==> src/hw/rtl/hbq_pkg.sv <==
package hbq_pkg;

    localparam int HBQ_CAPACITY = 64;
    localparam int KEY_W        = 32;
    localparam int TAG_W        = 16;
    localparam int CNT_W        = 7;

    typedef enum logic {
        ACT_INSERT = 1'b0,
        ACT_REMOVE = 1'b1
    } t_action;

    typedef enum logic [1:0] {
        ST_OK    = 2'd0,
        ST_EMPTY = 2'd1,
        ST_FULL  = 2'd2
    } t_status;

    typedef enum logic {
        CMP_UP = 1'b0,
        CMP_DN = 1'b1
    } t_cmp_mode;

    typedef struct packed {
        logic [KEY_W-1:0] key;
        logic [TAG_W-1:0] tag;
    } t_entry;

    typedef struct packed {
        t_action          action;
        logic [KEY_W-1:0] key;
        logic [TAG_W-1:0] tag;
    } t_in;

    typedef struct packed {
        logic             top_valid;
        logic [KEY_W-1:0] top_key;
        logic [TAG_W-1:0] top_tag;
        logic [CNT_W-1:0] entry_count;
        t_status          status;
    } t_out;

    // decision of the shared compare unit
    typedef struct packed {
        logic move;
        logic take_right;
    } t_cmp_res;

endpackage

==> src/hw/rtl/hbq_cmp.sv <==
module hbq_cmp
    import hbq_pkg::*;
(
    input  t_cmp_mode i_mode,
    input  t_entry    i_cur,
    input  t_entry    i_a,
    input  t_entry    i_b,
    input  logic      i_b_ok,
    output t_cmp_res  o_res
);

    logic   w_right;
    t_entry w_pick;

    // up: a is the parent; down: a is the left child, b the right child
    always_comb begin
        w_right = (i_mode == CMP_DN) && i_b_ok && (i_b.key > i_a.key);
        w_pick  = w_right ? i_b : i_a;
        o_res.take_right = w_right;
        unique case (i_mode)
            CMP_UP:  o_res.move = i_a.key < i_cur.key;
            CMP_DN:  o_res.move = i_cur.key < w_pick.key;
            default: o_res.move = 1'b0;
        endcase
    end

endmodule

==> config.mk <==
export PLATFORM = sky130hd
export DESIGN_NAME = hbq_cmp
export DESIGN_NICKNAME = d
export VERILOG_FILES = /design/src/hw/rtl/hbq_pkg.sv /design/src/hw/rtl/hbq_cmp.sv
export SDC_FILE = /design/constraint.sdc
export NUM_CORES = 1
export LEC_CHECK = 0
export ABC_AREA = 0
export CAP_MARGIN = 15
export CORE_UTILIZATION = 57
export DETAILED_ROUTE_END_ITERATION = 8
export DONT_BUFFER_PORTS = 1
export PLACE_DENSITY = 0.77
export SETUP_SLACK_MARGIN = 0.02
export SYNTH_ARGS = -nofsm -noshare
export SYNTH_HDL_FRONTEND = slang
export SYNTH_SLANG_ARGS = --single-unit
==> constraint.sdc <==
create_clock -name vclk -period 18.9
set_input_delay 5.67 -clock vclk [all_inputs]
set_output_delay 5.67 -clock vclk [all_outputs]
set_load 0.02 [all_outputs]
# After elaboration in Yosys (flattened, before gate mapping)
# Index checks and enable logic that the tools add are counted.
[word_totals]
in_bits = 146
reg_bits = 0
[classes]
n_lt_le_gt_ge = 3
n_reduce_logical = 2
n_mux = 2
bitwise_logic = 1
[ops]
columns = ["operator", "count"]
rows = [
  ["$lt A32 B32 Y1", 2],
  ["$mux W48", 1],
  ["$gt A32 B32 Y1", 1],
  ["$logic_and A1 B1 Y1", 2],
  ["$pmux W1 S2", 1],
  ["$not A1 Y1", 1],
]

# Depth between registers and ports, before layout
[depth]
ltp_word = 5
ltp_mapped = 17

# Worst setup path before layout
# No wires, ideal clock.
[synth_timing]
path_type = "input -> output"
start = "in i_a[43] (netlist bit)"
end = "out o_res[1] (netlist bit)"
stages = 17
t_required_ns = 13.230
path_slack_ns = 4.220
arrival_ns = 9.010
cell_sequence = "inv_1 -> ha_1 -> nand4_1 -> nor2_1 -> or4b_4 -> o211a_1 -> o21ai_4 -> buf_8 -> mux2i_1 -> ha_1 -> a21o_1 -> a21o_1 -> a21oi_1 -> o21ai_0 -> a221oi_1 -> o21ai_0 -> o22ai_1"
[synth_lines]
columns = ["element", "line_no", "source"]
rows = [
  ["start, declared", "hbq_cmp.sv:6", "input t_entry i_a,"],
  ["end, declared", "hbq_cmp.sv:9", "output t_cmp_res o_res"],
]

==> impl_metrics.toml <==
[outcome]
status = "complete, but fails checks"
violations = "DRC"

[cells_and_area]
fillCellCount = 419
antenna_cells = 0
nClkBuffers = 0
fin_util = 0.612
nets = 586
area_growth_pct = 0.741
drive_gt1_frac = 0.0145
multiInputGateArea_sq_mm = 0.00240
seq_cells = 0
seq_area_sq_um = 0

[route]
via_per_inst = 5.98
first_pass_iters = 6
drc = 14
via_count = 2369
drtAntennaViolNets = 0
wirelength_um = 5950
routedWlPerCell_um = 15.0
drtIter0Drc = 48

[worst_setup_path]
arrival_ns = 9.80
cpPeakStageDelay_ns = 0.51
path_max_fanout = 21
crit_path_cell_trace = "inv_1 -> ha_1 -> nand4_1 -> nor2_1 -> or4b_4 -> o211a_1 -> o21ai_4 -> buf_4 -> mux2i_1 -> ha_1 -> a21o_1 -> a21o_1 -> a21oi_1 -> o21ai_0 -> a221oi_1 -> o21ai_0 -> o22ai_1"
end_kind = "primary output"
cpMaxStageDelayCell = "or4b_4"
worstSetupStartpointType = "input pin"
crit_type = "input pin to primary output"
critPathRequiredTime_ns = 13.23

[timing]
final-max-slew-violation-count = 0
period_minus_slack_ns = 15.47
finalHoldViolations = 0
grt_setup_unrepaired = "no"
fmax_ghz = 0.0647
setup_tns_ns = 0
setup_viol_count_final = 0
post-route-period-util = 0.818
slew_headroom = 0.634
worstMarginPinSlew_ns = 0.536

[logic_synthesis]
synth_area_sq_mm = 0.00270
avgSynthCellArea_sq_um = 7.78
ys_seq_area_frac = 0
synth_nets = 587
ys_types = 35
postSynthCellCount = 347
ys_warn_count = 0

[floorplanning]
fp.dieW_um = 70.8
start_util = 0.608
die_area_sq_mm = 0.00502
core_sq_mm = 0.00444
ioPinCount = 148
die_h_um = 70.8
num_rows = 24

[placement]
dp_hpwl_um = 5540
gp_routability_congestion = 0.832
io_buffer_count = 0

[min_path]
hold_class = "input pin to primary output"
hold-path-cell-count = 3
hold_path_startpoint = "i_mode"
hold_end = "o_res[1]"

[pwr]
internal_power_uw = 25.5
switchingPower_uw = 28.9
p_sw_frac = 0.531
seqPwrFrac = 0
leakage_nw = 1.71
clkPwrFrac = 0
ir_drop_v = 0.00000948
total_power_uw = 54.4
power_density_mw_per_mm2 = 20.0
power_frac_comb = 1.000

[clock_tree]
cts-resized-gates = 0
post-cts-setup-buffer-count = 0
postCtsHoldBufs = 0

[grt]
first_global_vias = 2490
grt_first_pass_wirelength_um = 9880
grt_remaining_overflow = 0
grt_max_degree = 22
antenna_found_initial = 0
track_usage = 0.237

[run]
maxCapViolCount = 0
[layout make-up]
type                       count  area share
multi-input combinational    277       0.882
inverter                      66      0.0910
tap                           52      0.0239
timing repair buffer           1     0.00276
[power groups by stage]
stage | Combinational, mW | Clock (mW) | Sequential [mW]
4_1_cts | 0.0548 | 0 | 0
2_1_floorplan | 0.0442 | 0 | 0
6_report | 0.0544 | 0 | 0
3_5_place_dp | 0.0544 | 0 | 0
3_3_place_gp | 0.0525 | 0 | 0
5_1_grt | 0.0642 | 0 | 0
[routing by layer]
metal  global-route usage  vias up  share of wire
met3               0.0399        4          0.077
met2                0.505       68           0.53
li1                     -     1259              -
met1                0.245     1038           0.39
met5                    0        -              0
met4               0.0156        0         0.0062
[Yosys cell counts, types with 2 or more instances]
library cell / n / area [sq um]
a2111oi_0: 2 / 17.5
a21o_1: 13 / 97.6
a21oi_1: 28 / 140
a221oi_1: 2 / 17.5
and2_1: 2 / 12.5
and4_1: 2 / 17.5
buf_8: 3 / 45.0
ha_1: 94 / 1180
inv_1: 66 / 248
mux2i_1: 31 / 310
nand2_1: 18 / 67.6
nand2b_1: 3 / 18.8
nand3_1: 4 / 20.0
nand3b_1: 2 / 15.0
nand4_1: 18 / 113
nor2_1: 14 / 52.6
nor2b_1: 3 / 18.8
nor3_1: 3 / 15.0
o211a_1: 2 / 20.0
o211ai_1: 2 / 15.0
o21ai_0: 21 / 105
[layout by cell type (no fill, tap or decap), drive strengths merged, types with 2 or more instances in the layout]
master,count
a2111oi,3
a21o,13
a21oi,28
a221oi,2
and2,2
and4,2
ha,94
inv,66
mux2i,31
nand2,18
nand2b,3
nand3,4
nand3b,2
nand4,18
nor2,14
nor2b,3
nor3,3
o211a,2
o211ai,2
o21ai,22
[through the flow]
| stage | cells | cell area (sq um) | hold WS, ns | setup WS [ns] |
|---|---|---|---|---|
| after detailed placement | 396 | 2720 | 11.60 | 3.41 |
| after CTS | 396 | 2720 | 11.60 | 3.41 |
| final | 396 | 2720 | 11.60 | 3.43 |
| after global routing | 396 | 2720 | 11.67 | 3.12 |
| after floorplan | 347 | 2700 | 11.57 | 4.22 |
| after global placement | 396 | 2720 | 11.60 | 3.41 |
[critical path, delay by kind of cell]
family	cells	cell delay (ns)
AO/OA/AOI/OAI	9	1.96
multiplexers	1	0.26
buffers and inverters	2	0.48
AND/OR/NAND/NOR	3	0.83
adder cells (fa/ha/maj)	2	0.58
[cells by family after synthesis]
kind of cell | count (synthesis) | synth area share
AOI/OAI and AO/OA | 80 | 0.198
buffers and inverters | 70 | 0.111
and+or+nand+nor | 72 | 0.140
muxes | 31 | 0.115
adders and majority gates | 94 | 0.435
[worst max-delay path by stage]
stage / end / from
floorplan: o_res[1] / i_a[43]
global placement: o_res[1] / i_a[47]
detailed placement: o_res[1] / i_a[46]
CTS: o_res[1] / i_a[46]
global route: o_res[1] / i_a[46]
finish: o_res[1] / i_a[46]
(Power assumes the default switching activity.)
