===== config.mk =====
export PLATFORM = sky130hd
export DESIGN_NAME = hbq_store
export DESIGN_NICKNAME = d
export VERILOG_FILES = /design/src/hw/rtl/hbq_pkg.sv /design/src/hw/rtl/hbq_store.sv
export SDC_FILE = /design/constraint.sdc
export NUM_CORES = 2
export LEC_CHECK = 0
export BUFFER_PORTS_ARGS = -buffer_cell sky130_fd_sc_hd__buf_2
export CAP_MARGIN = 20
export CORE_MARGIN = 5
export CORE_UTILIZATION = 35
export CTS_CLUSTER_SIZE = 28
export DETAILED_ROUTE_END_ITERATION = 8
export GPL_ROUTABILITY_DRIVEN = 0
export PLACE_DENSITY_LB_ADDON = 0.12
export RECOVER_POWER = 100
export SYNTH_ARGS = -nofsm -noshare
export SYNTH_HDL_FRONTEND = slang
export SYNTH_SLANG_ARGS = --single-unit

===== constraint.sdc =====
create_clock -name i_clk -period 4.52 [get_ports i_clk]
set_input_delay 0.452 -clock i_clk [delete_from_list [all_inputs] [get_ports i_clk]]
set_output_delay 0.452 -clock i_clk [all_outputs]
set_load 0.01 [all_outputs]

===== src/hw/rtl/hbq_pkg.sv =====
package hbq_pkg;

    localparam int HBQ_CAPACITY = 64;
    localparam int KEY_W        = 32;
    localparam int TAG_W        = 16;
    localparam int CNT_W        = 7;

    typedef enum logic {
        ACT_INSERT = 1'b0,
        ACT_REMOVE = 1'b1
    } t_action;

    typedef enum logic [1:0] {
        ST_OK    = 2'd0,
        ST_EMPTY = 2'd1,
        ST_FULL  = 2'd2
    } t_status;

    typedef enum logic {
        CMP_UP = 1'b0,
        CMP_DN = 1'b1
    } t_cmp_mode;

    typedef struct packed {
        logic [KEY_W-1:0] key;
        logic [TAG_W-1:0] tag;
    } t_entry;

    typedef struct packed {
        t_action          action;
        logic [KEY_W-1:0] key;
        logic [TAG_W-1:0] tag;
    } t_in;

    typedef struct packed {
        logic             top_valid;
        logic [KEY_W-1:0] top_key;
        logic [TAG_W-1:0] top_tag;
        logic [CNT_W-1:0] entry_count;
        t_status          status;
    } t_out;

    // decision of the shared compare unit
    typedef struct packed {
        logic move;
        logic take_right;
    } t_cmp_res;

endpackage


===== src/hw/rtl/hbq_store.sv =====
module hbq_store
    import hbq_pkg::*;
#(
    parameter int DEPTH = HBQ_CAPACITY
) (
    input  logic                     i_clk,
    input  logic                     i_we,
    input  logic [$clog2(DEPTH)-1:0] i_waddr,
    input  t_entry                   i_wdata,
    input  logic [$clog2(DEPTH)-1:0] i_ra_addr,
    input  logic [$clog2(DEPTH)-1:0] i_rb_addr,
    output t_entry                   o_ra_data,
    output t_entry                   o_rb_data
);

    t_entry r_mem [DEPTH];
    t_entry r_ra_data;
    t_entry r_rb_data;

    // one write port, two registered read ports
    always_ff @(posedge i_clk) begin
        if (i_we) begin
            r_mem[i_waddr] <= i_wdata;
        end
        r_ra_data <= r_mem[i_ra_addr];
        r_rb_data <= r_mem[i_rb_addr];
    end

    assign o_ra_data = r_ra_data;
    assign o_rb_data = r_rb_data;

endmodule


[Word-level counts from Yosys, hierarchy flattened]
Memory sizes are Yosys's and may differ from the RTL's. A register that Yosys moved wholly into a read port is not among the register bits.
Cells that the tools add are included.
Word-level totals
  register bits after elaboration: 0
  bits in writable memories: 3072
  input port bits: 68
  output and inout port bits: 96
  word-level logic and storage cells: 3
  memories kept: 1
Operators by class
  muxes and demuxes: 2
Memory list
  r_mem: words 64, bits a word 48, read ports 2, clocked after memory_dff 2, wr ports 1, line hbq_store.sv:16  | t_entry r_mem [DEPTH];
Operator list (count)
  two-way mux 1 bit: 2

[Logic depth before layout (Yosys ltp)]
  depth after elaboration: 2
  depth in mapped cells: 10
  gate-level depth less buffers: 5

[Worst setup path after synthesis]
No wires, ideal clock.
  path kind: input -> register
  start: input i_waddr[3]
  end: memory r_mem[48][0] in the netlist's numbering (enable)
  setup time: 0.513 ns
  data arrival time: 4.224 ns
  data required time: 4.007 ns
  path slack: -0.217 ns
  stages on the path: 4
  path buffers: 1
  cells stage by stage: clkbuf_1 -> nor2b_1 -> nand4b_1 -> nor3_1
RTL lines
  start: declaration: line hbq_store.sv:8  | input logic [$clog2(DEPTH)-1:0] i_waddr,
  end: declaration: line hbq_store.sv:16
Straight into the memory's write port.

[Final worst setup path]
  start: input i_waddr[1]
  end: memory r_mem[5][2] in the netlist's numbering (enable)
Straight into the memory's write port.

==> flow_summary_export.csv <==
group,metric,value,unit
cts,cts_resized,0,
hold_path,hold_class,"in -> reg",
die,pin_count,164,
cts,cts.sinks,3168,
drt,firstDrtPassIters,8,
pwr,peakVddDrop,0.280,mV
die,dieWidth,645,µm
status,outcome,"finished, violations left",
worst_setup_path,startpoint_type,"input port",
sta,finalHoldViolCount,0,
global_route,grt_pass1_wl,796,mm
sta,finClkSkew,0.0502,ns
worst_setup_path,cp_cell_sequence,"clkbuf_1 -> nor2b_1 -> nand3_1 -> nor2_1 -> clkbuf_1",
pwr,power_density,418,nW/µm²
global_route,grt_use_total,28.4,%
cts,htreeDepth,5,
cts,cts_tree,"yes",
synth,synthCells,6738,
cts,clkLatencyLatePin,1.01,ns
layout,fin_nets,7253,
sta,whs,0.118,ns
layout,final_cell_mix,"edfxtp_1 (3,072), mux4_2 (1,535), clkbuf_16 (365), o22ai_1 (336), clkbuf_1 (331)",
die,initial_core_util,35.1,%
sta,maxSlewViolCount,5361,
synth,synthArstFlopShare,0,%
drt,postRouteAntennaNets,0,
cts,post_cts_buffers,0,
synth,synth_edf_count,3072,
drt,drt-initial-drc-count,13100,
synth,synth_warnings,0,
layout,post-route-util,40.3,%
sta,fmax,258,MHz
die,std_cell_rows,233,
synth,synth_nets,6806,
synth,synth_area,141000,µm²
synth,ys_types,48,
worst_setup_path,critical_path.most_common_cell,"clkbuf_1",
drt,wire_per_inst,47.1,µm
drt,routed_wl,604,mm
placement,placed_cells,12100,
layout,final_cell_area,162000,µm²
synth,synth_seq_area_share,66.8,%
synth,ys_seq_elements,3168,
layout,fin_cells,12800,
placement,dp_hpwl,360,mm
sta,grt_setup_unrepaired,"no",
pwr,p_leak,49.4,nW
cts,numCtsBuffers,360,
placement,io_buffers,163,
sta,finalCriticalPeriod,3.88,ns
worst_setup_path,critPathRequiredTime,5.04,ns
cts,clkTransAtPathRegs,0.06,ns
cts,clockBufferDepth,4,
drt,vias_per_cell,6.66,
worst_setup_path,critPathArrivalTime,4.40,ns
job,cap_viol_max_count,152,
sta,tightest_slew,3.54,ns
synth,ys.flop_type,"edfxtp_1",
sta,setup_tns,0,ns
layout,layout-drive-gt1-share,33.5,%
worst_setup_path,cp-end-kind,"flip-flop",
status,violations,"capacitance limit, slew limit",
sta,fin_crit_sh,85.9,%
die,core,402000,µm²
layout,area_delta_synth_final,14.9,%
cts,cts_root_buf,"clkbuf_16",
worst_setup_path,critPathKind,"in -> reg",
placement,placed_cell_area,151000,µm²
sta,setup_viol,0,
global_route,grt_pass1_vias,84300,
layout,nFillCells,35500,
drt,via_count,85300,
drt,drc,0,
sta,max_slew_margin,-136,%
worst_setup_path,cp_slowest_cell,"clkbuf_1",
worst_setup_path,path_max_fanout,17,
global_route,antenna_found_initial,82,
die,dieArea,415000,µm²
global_route,grt-ovfl-total,0,
die,die_h,645,µm
worst_setup_path,slowest_delay,2.19,ns
global_route,grt_max_degree,81,
layout,layout_commonest_cell,"edfxtp_1",
synth,avgSynthCellArea,20.9,µm²
[cell usage after synthesis (all sizes together) (2+ instances only)]
cell	instances	share of area, %
a211o	2	0.012
a211oi	29	0.15
a21oi	71	0.25
a221oi	63	0.39
a22o	88	0.55
a22oi	95	0.51
a311oi	17	0.11
a31oi	31	0.14
a32oi	8	0.050
and2	9	0.040
and3	8	0.036
buf	296	1.2
clkbuf	256	0.69
dfxtp	96	1.4
edfxtp	3072	65
mux2	13	0.10
mux2i	56	0.40
mux4	1535	25
nand2	113	0.30
nand2b	24	0.11
nand3	26	0.092
nand3b	9	0.048
nand4	2	0.0089
nor2	140	0.37
nor2b	45	0.20
nor3	58	0.21
nor4	38	0.17
o21a	13	0.069
o21ai	56	0.20
o221ai	73	0.45
o22a	29	0.18
o22ai	336	1.5
o311ai	8	0.050
o31ai	3	0.016
or2	7	0.031
or3	3	0.013
or3b	6	0.037
[metrics by stage]
step / total power [mW] / worst slack (ns)
floorplan: 36.2 / 0.722
global placement: 39.2 / 0.516
detailed placement: 39.2 / 0.502
CTS: 68.2 / 1.52
global route: 69.6 / 0.825
finish: 67.8 / 0.639
[sequential cells by signal, indices dropped and copies added (netlist names)]
register / cells
o_rb_data: 48
r_mem: 3072
o_ra_data: 48
[worst max-delay path, delay by kind of cell]
family / cells / cell delay (ns)
and+or+nand+nor: 3 / 1.33
buffers and inverters: 2 / 2.53
[worst paths after layout]
check | from | endpoint | slack (ns) | depth (start not counted)
setup reg to reg | r_mem[5][15] | o_rb_data[15] | 2.17 | 4
setup / recovery | i_waddr[1] | r_mem[5][2] | 0.64 | 5
hold reg to reg | r_mem[26][22] | o_ra_data[22] | 0.86 | 4
hold / removal | i_rb_addr[4] | o_rb_data[8] | 0.12 | 4
[metal layers]
metal	vias to the layer above	global-route usage (%)	share of wire (%)
li1	31000	-	-
met1	47700	38.8	39
met2	5483	44.2	46
met3	1156	5.86	9.5
met4	18	12.1	5.0
met5	-	0.358	0.048
[what timing repair did]
action                                 4_1_cts  5_1_grt
hold buffers                                 0       23
setup endpoints to repair                    0        0
endpoints found under the hold margin        0      199
[kinds of logic after synthesis]
group / share of synthesized area, %
AO/OA/AOI/OAI: 4.62
buffers and inverters: 1.86
flip-flops: 66.8
multiplexers: 25.0
AND/OR/NAND/NOR: 1.67
[power by group]
| group | switching [mW] | internal [mW] | leakage, nW |
|---|---|---|---|
| logic | 3.53 | 2.04 | 15.3 |
| clock network | 12.4 | 16.8 | 5.62 |
| registers | 0.378 | 32.6 | 28.4 |
| total | 16.3 | 51.4 | 49.4 |
[layout make-up]
cell class / count / area [µm²] / share of cell area (%)
well taps: 5287 / 6620 / 4.08
repair buffers: 637 / 4900 / 3.03
flip-flops and latches: 3168 / 94200 / 58.2
clock inverters: 180 / 1790 / 1.11
multi-input cells: 3017 / 44600 / 27.5
clock buffers: 482 / 9750 / 6.02
inverters: 1 / 5.00 / 0.00309
diodes: 44 / 110 / 0.0680
(Power assumes the default switching activity.)
